<file path="src/hw/rtl/bb3_pkg.sv">
`timescale 1ns / 1ps
// Shared types, constants and the reciprocal table of the 3x3 RGB box blur.
// No dependencies; every other file of the block imports this package.

package bb3_pkg;

    // Line store depth used when the top level is not overridden.
    localparam int MAX_WIDTH_DEFAULT = 1024;

    // Configuration registers.
    localparam int FW_W = 11;
    localparam int FH_W = 16;
    localparam logic [FW_W-1:0] FRAME_WIDTH_RESET  = 11'd1024;
    localparam logic [FH_W-1:0] FRAME_HEIGHT_RESET = 16'd768;
    localparam int PADDR_W = 3;
    localparam int PDATA_W = 32;
    localparam logic REG_FRAME_WIDTH  = 1'b0;
    localparam logic REG_FRAME_HEIGHT = 1'b1;

    // Item codes.
    localparam logic FUNC_PIXEL = 1'b0;
    localparam logic FUNC_DRAIN = 1'b1;

    // Datapath widths.
    localparam int CH_W        = 8;
    localparam int ROW_W       = FH_W + 1;   // the drain position runs to height + 1
    localparam int SUM_W       = 12;         // nine 8-bit values
    localparam int VAL_W       = SUM_W + 1;  // 2 * sum + count
    localparam int NB_W        = 4;          // neighbor count, up to nine
    localparam int RECIP_W     = 20;
    localparam int RECIP_SHIFT = 20;
    localparam int PROD_W      = VAL_W + RECIP_W;

    // Output queue.
    localparam int FIFO_DEPTH = 8;
    localparam int FIFO_PTR_W = 3;
    localparam int FIFO_CNT_W = 4;

    typedef struct packed {
        logic            func;
        logic [CH_W-1:0] in_red;
        logic [CH_W-1:0] in_green;
        logic [CH_W-1:0] in_blue;
    } t_pix_in;

    typedef struct packed {
        logic [CH_W-1:0] out_red;
        logic [CH_W-1:0] out_green;
        logic [CH_W-1:0] out_blue;
        logic            out_last;
    } t_pix_out;

    typedef struct packed {
        logic [CH_W-1:0] red;
        logic [CH_W-1:0] green;
        logic [CH_W-1:0] blue;
    } t_rgb;

    // One line store entry: the pixel two rows up and the pixel one row up.
    typedef struct packed {
        t_rgb older;
        t_rgb newer;
    } t_line;

    // Per-item control that follows the window: emit flag, frame end flag
    // and which rows and columns of the 3x3 neighborhood lie in the frame.
    typedef struct packed {
        logic emit;
        logic last;
        logic row_top;
        logic row_mid;
        logic row_bot;
        logic col_left;
        logic col_right;
    } t_tap_ctl;

    // Rounded-mean operands handed to the divide stage.
    typedef struct packed {
        logic [VAL_W-1:0]   v_red;
        logic [VAL_W-1:0]   v_green;
        logic [VAL_W-1:0]   v_blue;
        logic [RECIP_W-1:0] recip;
        logic               last;
    } t_div_in;

    // ceil(2^20 / (2 * n)); floor((2*sum + n) * m / 2^20) is then exact for
    // every sum of n 8-bit values.
    function automatic logic [RECIP_W-1:0] bb3_recip(input logic [NB_W-1:0] n);
        logic [RECIP_W-1:0] m;
        case (n)
            4'd1:    m = 20'd524288;
            4'd2:    m = 20'd262144;
            4'd3:    m = 20'd174763;
            4'd4:    m = 20'd131072;
            4'd5:    m = 20'd104858;
            4'd6:    m = 20'd87382;
            4'd7:    m = 20'd74899;
            4'd8:    m = 20'd65536;
            4'd9:    m = 20'd58255;
            default: m = '0;
        endcase
        return m;
    endfunction

endpackage

</file>
<file path="src/hw/rtl/bb3_window.sv">
`timescale 1ns / 1ps
// 3x3 window registers and the masked channel sums of the neighborhood.
// Depends on bb3_pkg.

module bb3_window
    import bb3_pkg::*;
(
    input  logic     i_clk,
    input  logic     i_rst_n,
    input  logic     i_s1_valid,
    input  t_tap_ctl i_s1_ctl,
    input  t_rgb     i_col_top,
    input  t_rgb     i_col_mid,
    input  t_rgb     i_col_bot,
    output logic     o_s2_valid,
    output logic     o_s3_valid,
    output t_div_in  o_s3_data
);

    t_rgb             r_win [3][3];
    logic             r_s2_valid;
    t_tap_ctl         r_s2_ctl;
    logic             r_s3_valid;
    t_div_in          r_s3_data;

    logic [2:0]       row_ok;
    logic [2:0]       col_ok;
    logic [SUM_W-1:0] sum_r;
    logic [SUM_W-1:0] sum_g;
    logic [SUM_W-1:0] sum_b;
    logic [NB_W-1:0]  nb;
    t_div_in          s3_next;

    // Shift the window one column left and load the new column on the right.
    always_ff @(posedge i_clk) begin
        if (i_s1_valid) begin
            for (int i = 0; i < 3; i++) begin
                r_win[i][0] <= r_win[i][1];
                r_win[i][1] <= r_win[i][2];
            end
            r_win[0][2] <= i_col_top;
            r_win[1][2] <= i_col_mid;
            r_win[2][2] <= i_col_bot;
        end
    end

    // Sum the in-frame neighbors and count them.
    always_comb begin
        row_ok = {r_s2_ctl.row_bot, r_s2_ctl.row_mid, r_s2_ctl.row_top};
        col_ok = {r_s2_ctl.col_right, 1'b1, r_s2_ctl.col_left};
        sum_r  = '0;
        sum_g  = '0;
        sum_b  = '0;
        nb     = '0;
        for (int i = 0; i < 3; i++) begin
            for (int j = 0; j < 3; j++) begin
                if (row_ok[i] && col_ok[j]) begin
                    sum_r = sum_r + SUM_W'(r_win[i][j].red);
                    sum_g = sum_g + SUM_W'(r_win[i][j].green);
                    sum_b = sum_b + SUM_W'(r_win[i][j].blue);
                    nb    = nb + NB_W'(1);
                end
            end
        end
        // Round half up: (2*sum + n) / (2*n).
        s3_next.v_red   = {sum_r, 1'b0} + VAL_W'(nb);
        s3_next.v_green = {sum_g, 1'b0} + VAL_W'(nb);
        s3_next.v_blue  = {sum_b, 1'b0} + VAL_W'(nb);
        s3_next.recip   = bb3_recip(nb);
        s3_next.last    = r_s2_ctl.last;
    end

    // Stage valids; only items that give a result travel on.
    always_ff @(posedge i_clk) begin
        if (!i_rst_n) begin
            r_s2_valid <= 1'b0;
            r_s3_valid <= 1'b0;
        end else begin
            r_s2_valid <= i_s1_valid && i_s1_ctl.emit;
            r_s3_valid <= r_s2_valid;
        end
    end

    always_ff @(posedge i_clk) begin
        if (i_s1_valid) begin
            r_s2_ctl <= i_s1_ctl;
        end
        if (r_s2_valid) begin
            r_s3_data <= s3_next;
        end
    end

    assign o_s2_valid = r_s2_valid;
    assign o_s3_valid = r_s3_valid;
    assign o_s3_data  = r_s3_data;

    // The center row of an emitted pixel is always inside the frame.
    a_center_row: assert property (@(posedge i_clk) disable iff (!i_rst_n)
        r_s2_valid |-> r_s2_ctl.row_mid)
        else $error("emitted pixel with center row outside the frame");

    // With at least two rows, one of the outer rows is in the frame.
    a_two_rows: assert property (@(posedge i_clk) disable iff (!i_rst_n)
        r_s2_valid |-> (r_s2_ctl.row_top || r_s2_ctl.row_bot))
        else $error("emitted pixel sees a single row");

    // With at least two columns, one of the outer columns is in the frame.
    a_two_cols: assert property (@(posedge i_clk) disable iff (!i_rst_n)
        r_s2_valid |-> (r_s2_ctl.col_left || r_s2_ctl.col_right))
        else $error("emitted pixel sees a single column");

endmodule

</file>
<file path="config.mk">
export PLATFORM = sky130hd
export DESIGN_NAME = bb3_window
export DESIGN_NICKNAME = d
export VERILOG_FILES = /design/src/hw/rtl/bb3_pkg.sv /design/src/hw/rtl/bb3_window.sv
export SDC_FILE = /design/constraint.sdc
export NUM_CORES = 1
export LEC_CHECK = 0
export BUFFER_PORTS_ARGS = -buffer_cell sky130_fd_sc_hd__buf_2
export CAP_MARGIN = 20
export CORE_MARGIN = 10
export CORE_UTILIZATION = 45
export DETAILED_ROUTE_END_ITERATION = 12
export GPL_ROUTABILITY_DRIVEN = 1
export MAX_ROUTING_LAYER = met4
export SLEW_MARGIN = 10
export SYNTH_ARGS = -nofsm -noshare
export SYNTH_HDL_FRONTEND = slang
export SYNTH_SLANG_ARGS = --single-unit
</file>
<file path="constraint.sdc">
create_clock -name i_clk -period 15.2 [get_ports i_clk]
set_clock_uncertainty 0.15 [all_clocks]
set_input_delay 3.04 -clock i_clk [delete_from_list [all_inputs] [get_ports i_clk]]
set_output_delay 3.04 -clock i_clk [all_outputs]
set_load 0.03 [all_outputs]
</file>
Yosys cells after proc, flatten, opt, wreduce, memory -nomap -nowiden
Memories as Yosys holds them, arrays and structs flattened. A register that Yosys moved wholly into a read port is not among the register bits.
Cells that the tools add are included.
{"block": "totals", "romBits": 320, "ramBits": 216, "wordCells": 94, "ff_bits": 48, "inputBits": 82, "memories": 2}
{"block": "classes", "mux": 38, "addsub": 35, "n_reduce_logical": 7}
{"memory": "(name not given)", "depth": 16, "width": 20, "rd": 1, "rd_clocked_by_memory_dff": 1, "wr": 0, "line_no": "bb3_pkg.sv:90", "text": "case (n)"}
{"memory": "r_win", "depth": 3, "width": 72, "rd": 3, "rd_clocked_by_memory_dff": 0, "wr": 3, "line_no": "bb3_window.sv:20", "text": "t_rgb r_win [3][3];"}
{"cell": "adder 12 x 8 -> 12 bit", "n": 24}
{"cell": "two-way mux 12 bit", "n": 24}
{"cell": "adder 13 x 4 -> 13 bit", "n": 3}
{"cell": "adder 4 x 1 -> 4 bit, second input constant", "n": 8}
{"cell": "two-way mux 4 bit", "n": 8}
{"cell": "two-way mux 8 bit", "n": 3}
{"cell": "logical AND 1 bit", "n": 7}
{"cell": "two-way mux 1 bit", "n": 3}

Logic depth before layout (Yosys ltp)
Gate-level depths: netlist (run 1).
{"block": "logic_depth", "depth_word": 19, "depth_mapped": 60, "depth_no_buf": 55}

Worst setup path before layout (run 1)
Ideal clock, no wire load.
{"block": "synth_path", "path_type": "flip-flop to flip-flop", "start": "reg r_s2_ctl[4] in the netlist's numbering", "end": "reg r_s3_data, in the netlist o_s3_data[59], data pin", "t_arrival_ps": 10406, "n_path_buf": 5, "t_required_ps": 14782, "slack_ps": 4377, "stages_incl_launch_ff": 57, "cell_sequence": "edfxtp_1 > buf_2 > clkbuf_1 > buf_1 > clkbuf_1 > clkbuf_1 > and3_1 > ha_1 > inv_1 > fa_1 > xnor2_1 > xnor2_1 > nand2_1 > inv_1 > ha_1 > a21o_1 > a21oi_1 > xnor2_1 > (+21 left out) > a311o_1 > and2_1 > o21ai_0 > nand2b_1 > xnor2_1 > o21ai_0 > ha_1 > xnor2_1 > mux2_2 > ha_1 > o21ai_0 > a21oi_1 > nand2b_1 > o311a_1 > a2111o_1 > a21o_1 > a211oi_2 > xnor3_1"}
{"item": "from (decl)", "line_no": "bb3_window.sv:22", "text": "t_tap_ctl r_s2_ctl;"}
{"item": "from (signal assigned)", "line_no": "bb3_window.sv:86", "text": "r_s2_ctl <= i_s1_ctl;"}
{"item": "to (signal assigned)", "line_no": "bb3_window.sv:89", "text": "r_s3_data <= s3_next;"}
{"item": "to (decl)", "line_no": "bb3_window.sv:24", "text": "t_div_in r_s3_data;"}

==> results by group, run 1 <==
Synthesis
  – Largest family of logic cells by synthesized area: compound AO/OA/AOI/OAI gates
  – EDFF count, synth: 277
  – Post-synth cell types: 92
  – Post-Synthesis Cells: 2164
  – Synth Area in XOR/XNOR: 0.0762
  – Simple-Gate Fraction of Synth Area: 0.136
  – Most common flop cell mapped by yosys: edfxtp_1
  – Syn_nets: 2484
  – Synthesized area: 21200 um^2
  – Mux contribution to synthesized area: 0.0244
  – Fraction of registers with async set or reset after synthesis: 0
  – #FFs+latches synth: 279
  – Compound-Gate Fraction of Synth Area: 0.175
  – Syn Area/Cell: 9.78 um^2
  – Register area share after synthesis: 0.395
  – Adder-cell share of the synthesized area: 0.154
  – Synth Warn #: 0

Floorplan
  – Chip height: 237 um
  – FP Rows: 79
  – Initial core utilization: 0.454
  – Width of the die: 237 um
  – Die area: 56100 um^2
  – Area of the core: 46600 um^2
  – Num ports: 144

Worst setup path
  – FF-to-FF path depth: 53
  – Delay-heaviest family, CP: compound AO/OA/AOI/OAI gates
  – CP max FO: 42
  – Worst EP arrival: 11.79 ns
  – Worst Setup Path Type: reg2reg
  – Crit path depth: 53
  – CP max stage delay: 0.85 ns
  – Worst Path Buf+Inv: 5
  – Crit start category: register
  – Worst EP required: 15.35 ns
  – Most common cell on crit path: ha_1
  – Critical Path End Type: register
  – Slowest-stage cell, CP: edfxtp_1

STA
  – Tmin final: 11.65 ns
  – Setup tns final: 0 ns
  – Final setup violation count: 0
  – Max Slew Vio Count: 0
  – Final Hold Viols: 0
  – Worst-margin pin slew: 1.02 ns
  – Final Cycle Share: 0.766
  – RSZ-0062 raised after global routing: false
  – Slew margin rel.: 0.323
  – Fmax achieved: 0.0859 GHz

Routing
  – DRT iter0 DRCs: 959
  – Routed wl met3: 2.29 mm
  – Via density: 5.55
  – DR vias: 16300
  – Metal1 wirelength: 23.1 mm
  – Avg WL per Cell: 18.2 um
  – Antenna violation net count after detailed routing: 0
  – DRT Wirelength: 53.3 mm
  – DRC viols: 0
  – DRT Pass-1 Iters: 5
  – Met2 WL: 26.6 mm
  – Top Layer Used: met4

CTS
  – Reg clk slew, reported paths: 0.06 ns
  – # hold bufs at CTS: 0
  – H-tree Lvls: 2
  – Sink Count: 279
  – Total CTS buffers: 35
  – # Post-CTS Setup Buffers: 0
  – Worst-Skew Late Latency: 0.56 ns
  – CTS tree: built
  – Max Root-Sink Buffers: 3
  – Resized cells post-CTS: 0
  – Root Buffer: clkbuf_16

Global route
  – Initial antenna violation count: 0
  – Vias in the first global route: 16500
  – Global-route wire length before repair: 86.0 mm
  – Largest net degree at the start of global routing: 80
  – Global route overflow: 0
  – GRT Resource Usage Total: 0.192

Place
  – Port Buffers: 143
  – GPL Wtd Cong: 0.910
  – Final HPWL DP: 39.2 mm
  – Cell Area, Placed: 22500 um^2

Final layout
  – Cell area after layout: 23700 um^2
  – NumNets Final: 2621
  – Area delta synth->final: 12.2%
  – Fraction of layout cells with a size suffix above 1: 0.116
  – N_diodes: 0

Power and ir drop
  – Power Density: 145 nW/um^2
  – IR drop worst, VDD: 0.0000836 V
  – Pwr Total: 3.45 mW
  – P_leak: 10.0 nW

Flow run
  – MaxCap Viol Count: 0

Min path
  – Min-Delay Path Class: reg2reg
  – Hold path depth: 0

Outcome
  – Status: finished, final reports clean
[worst reg2reg max path: cells and delay by family, from the launching register on]
| kind | cells | cell delay, ns |
|---|---|---|
| compound gates | 25 | 4.66 |
| xor+xnor | 5 | 0.83 |
| fa+ha+maj | 9 | 2.91 |
| buf+inv | 5 | 0.76 |
| flops | 1 | 0.85 |
| mux | 2 | 0.45 |
| simple gates | 7 | 0.82 |
[power by group]
group	switching, mW	internal, mW
Combinational	0.932	0.669
Clock	0.353	0.522
Sequential	0.0349	0.941
Total	1.32	2.13
[layout make-up]
cell class / count / area [um^2]
Fill cell: 4270 / 22800
Multi-Input combinational cell: 1668 / 12000
Sequential cell: 279 / 8360
Clock buffer: 39 / 912
Timing Repair Buffer: 163 / 876
Tap cell: 607 / 759
Inverter: 154 / 578
Clock inverter: 22 / 278
[stage by stage]
step	instances	utilization	hold WS [ns]	setup WS, ns
6_report	2932	0.510	0.269	3.55
5_1_grt	2932	0.510	0.273	2.50
4_1_cts	2932	0.510	0.271	3.57
3_5_place_dp	2871	0.484	0.258	3.66
3_3_place_gp	2871	0.484	0.254	3.92
2_1_floorplan	2164	-	0.250	4.38
[Yosys cell counts (11+ instances only)]
master | number | share of area
a211oi_1 | 31 | 0.011
a21o_1 | 54 | 0.019
a21oi_1 | 152 | 0.036
and2_1 | 27 | 0.0080
and3_1 | 29 | 0.0086
buf_1 | 11 | 0.0020
clkbuf_1 | 44 | 0.0078
edfxtp_1 | 277 | 0.39
fa_1 | 27 | 0.026
ha_1 | 211 | 0.12
inv_1 | 153 | 0.027
mux2_2 | 20 | 0.011
mux2i_1 | 29 | 0.014
nand2_1 | 173 | 0.031
nand2b_1 | 35 | 0.010
nand3_1 | 27 | 0.0064
nor2_1 | 184 | 0.033
nor2b_1 | 31 | 0.0092
nor3_1 | 36 | 0.0085
o211ai_1 | 12 | 0.0043
o21a_1 | 30 | 0.011
o21ai_0 | 177 | 0.042
o21bai_1 | 18 | 0.0064
o31ai_1 | 11 | 0.0039
or3_1 | 17 | 0.0050
xnor2_1 | 102 | 0.042
xor2_1 | 70 | 0.029
[cells by family after synthesis]
group                      count (synthesis)
and+or+nand+nor                          604
AOI/OAI and AO/OA                        593
DFF                                      279
adders and majority gates                245
buffers and inverters                    217
xor gates and xnor gates                 177
muxes                                     49
[layer usage]
layer	track usage	up-vias
met5	-	-
met4	0.0573	0
met3	0.0265	76
met2	0.333	291
met1	0.229	7775
li1	-	8132
[sequential cells by signal (all words and copies together) (netlist names)]
name / flops
col_ok: 2
o_s2_valid: 1
o_s3_data: 55
o_s3_valid: 1
r_s2_ctl: 4
r_win: 216
[worst paths after layout]
| kind | start | end | slack (ns) |
|---|---|---|---|
| setup / recovery | r_s2_ctl[4] | o_s3_data[59] | 3.55 |
| hold / removal | r_s2_ctl[5] | o_s3_data[0] | 0.27 |
| setup reg to reg | r_s2_ctl[4] | o_s3_data[59] | 3.55 |
| hold reg to reg | r_s2_ctl[5] | o_s3_data[0] | 0.27 |
[cell usage in the layout (no fill, tap or decap), drive strengths merged, types with 11 or more instances in the layout]
cell	count
edfxtp	277
ha	211
o21ai	186
nor2	185
nand2	173
buf	163
inv	157
a21oi	154
xnor2	104
xor2	71
a21o	55
clkbuf	39
nor3	37
nand2b	35
a211oi	32
nor2b	31
and3	31
o21a	30
mux2i	29
and2	28
nand3	27
fa	27
mux2	20
o21bai	18
or3	17
o211ai	12
o31ai	11
Power figures use the tool's default switching activity.
==> run 2: changes to the inputs <==
--- a/config.mk
+++ b/config.mk
@@ -5,6 +5,7 @@
 export SDC_FILE = /design/constraint.sdc
 export NUM_CORES = 1
 export LEC_CHECK = 0
+export ABC_AREA = 1
 export BUFFER_PORTS_ARGS = -buffer_cell sky130_fd_sc_hd__buf_2
 export CAP_MARGIN = 20
 export CORE_MARGIN = 10
==> constraint.sdc (replaced) <==
create_clock -name i_clk -period 11 [get_ports i_clk]
set_clock_uncertainty 0.15 [all_clocks]
set_input_delay 2.2 -clock i_clk [delete_from_list [all_inputs] [get_ports i_clk]]
set_output_delay 2.2 -clock i_clk [all_outputs]
set_load 0.03 [all_outputs]
==> results by group, run 2 <==
Power and ir drop
  – Sw power: 1.82 mW
  – Internal power: 2.75 mW
  – Comb pwr share: 0.451
  – Net Sw Frac: 0.398
  – Clock share of power: 0.254
  – Sequential power share: 0.295
  – P_leak: 11.5 nW
  – IR drop worst, VDD: 0.000119 V
  – Power Density: 190 nW/um^2

STA
  – Final Hold Viols: 0
  – Setup tns final: 0 ns
  – Max Slew Vio Count: 0
  – Final setup violation count: 0
  – Final Cycle Share: 0.906
  – Fmax achieved: 0.100 GHz
  – RSZ-0062 raised after global routing: false
  – Hold Slack: 0.288 ns
  – Worst-margin pin slew: 1.02 ns
  – Slew margin rel.: 0.321
  – Tmin final: 9.96 ns

Floorplan
  – Initial core utilization: 0.453
  – Chip height: 239 um
  – Width of the die: 239 um
  – FP Rows: 80
  – Num ports: 144
  – Die area: 57000 um^2
  – Area of the core: 47500 um^2

Final layout
  – FILL cells: 4464
  – Most frequent cells in the layout: nand2_1, inv_1, edfxtp_1
  – N_diodes: 0
  – Commonest non-fill, non-tap cell in the layout: nand2_1
  – NumNets Final: 3085
  – Max reg flops: 216
  – Area delta synth->final: 11.9%
  – Top reg by flops: r_win
  – Utilization after layout: 0.507
  – Fraction of layout cells with a size suffix above 1: 0.117
  – Final non-filler cell total: 3404

Synthesis
  – Leading cell types by count after synthesis: nand2_1, inv_1, edfxtp_1, ha_1, nand3_1
  – Share of the synthesized area in the top cell type: 0.386
  – #FFs+latches synth: 279
  – Fraction of registers with async set or reset after synthesis: 0
  – Yosys top cell by area: edfxtp_1
  – Post-synth cell types: 58
  – Most common flop cell mapped by yosys: edfxtp_1
  – Register area share after synthesis: 0.388
  – Post-Synthesis Cells: 2617
  – EDFF count, synth: 277
  – Cell with the most instances after synthesis: nand2_1
  – Syn Area/Cell: 8.23 um^2
  – Synthesized area: 21500 um^2
  – Synth Warn #: 0
  – Syn_nets: 2937
  – Top cells by area, synth: edfxtp_1, ha_1, nand2_1

CTS
  – Root Buffer: clkbuf_16
  – # hold bufs at CTS: 0
  – CTS tree: built
  – Max Root-Sink Buffers: 3
  – Worst-Skew Late Latency: 0.56 ns
  – Total CTS buffers: 35
  – Reg clk slew, reported paths: 0.06 ns
  – Sink Count: 279
  – H-tree Lvls: 2

Routing
  – DRT Wirelength: 54.6 mm
  – DR vias: 17600
  – DRT iter0 DRCs: 1136
  – Via density: 5.16
  – Antenna violation net count after detailed routing: 0
  – Avg WL per Cell: 16.0 um
  – DRT Pass-1 Iters: 5
  – DRC viols: 0

Worst setup path
  – Crit start category: register
  – Most common cell on crit path: nand2_1
  – Worst EP required: 11.17 ns
  – Slowest-stage cell, CP: fa_1
  – Worst EP arrival: 10.14 ns
  – Worst Setup Path Type: reg2reg
  – CP max FO: 26
  – CP max stage delay: 0.49 ns
  – Critical Path End Type: register

Place
  – Final HPWL DP: 41.1 mm
  – Placed Cells incl. Taps: 3340
  – GPL Wtd Cong: 0.861
  – Port Buffers: 143

Global route
  – Vias in the first global route: 17500
  – GRT Resource Usage Total: 0.196
  – Initial antenna violation count: 0
  – Global route overflow: 0
  – Global-route wire length before repair: 87.8 mm
  – Largest net degree at the start of global routing: 104

Min path
  – Min-Delay Path Class: reg2reg

Outcome
  – Status: finished, final reports clean

Flow run
  – MaxCap Viol Count: 0
-- run 2: per-layer routing --
layer / GRT usage / up-vias / share of wire
met4: 0.0713 / 0 / 0.031
li1: - / 9049 / -
met1: 0.253 / 8070 / 0.47
met3: 0.0251 / 93 / 0.041
met5: - / - / 0
met2: 0.311 / 361 / 0.45
-- run 2: power by group through the flow --
| stage | Clock (mW) | Sequential (mW) | Combinational [mW] |
|---|---|---|---|
| 4_1_cts | 1.20 | 1.35 | 2.06 |
| 3_3_place_gp | 0 | 1.37 | 1.99 |
| 5_1_grt | 1.23 | 1.36 | 2.38 |
| 2_1_floorplan | 0 | 1.39 | 1.55 |
| 6_report | 1.16 | 1.35 | 2.07 |
| 3_5_place_dp | 0 | 1.37 | 2.04 |
-- run 2: cell families after synthesis --
| kind of cell | Yosys count | share of synthesized area |
|---|---|---|
| compound gates | 414 | 0.106 |
| buf+inv | 459 | 0.0821 |
| flops | 279 | 0.388 |
| fa+ha+maj | 238 | 0.148 |
| simple gates | 1125 | 0.233 |
| xor+xnor | 102 | 0.0422 |
-- run 2: what timing repair did --
action	in CTS	in global routing
resized for setup	0	6
setup endpoints to repair	0	10
setup buffers	0	3
-- run 2: final cells by class --
type	count	area (um^2)	share of cell area
Multi-Input combinational cell	1879	11400	0.474
Sequential cell	279	8360	0.347
Inverter	406	1520	0.0633
Clock buffer	43	958	0.0398
Timing Repair Buffer	164	887	0.0368
Tap cell	615	769	0.0319
Clock inverter	18	180	0.00748
-- run 2: final timing paths --
check	startpoint	end	slack, ns	depth (start not counted)
setup reg to reg	col_ok[0]	o_s3_data[46]	1.04	55
hold / removal	r_s2_ctl[5]	o_s3_data[0]	0.29	0
hold reg to reg	r_s2_ctl[5]	o_s3_data[0]	0.29	0
setup / recovery	col_ok[0]	o_s3_data[46]	1.04	55
-- run 2: metrics by stage --
step	setup WS (ns)	cell area (um^2)	total power, mW
after detailed placement	0.686	22900	3.41
after global routing	0.0998	24100	4.96
after floorplan	1.96	21500	2.94
after global placement	0.970	22900	3.36
after CTS	0.627	24100	4.61
final	1.04	24100	4.58
-- run 2: critical path, delay by kind of cell (launching register included) --
kind,cells,cell delay [ns]
adders and majority gates,9,3.20
xor gates and xnor gates,3,0.42
AOI/OAI and AO/OA,11,2.19
buffers and inverters,8,0.65
and+or+nand+nor,24,2.70
DFF,1,0.35
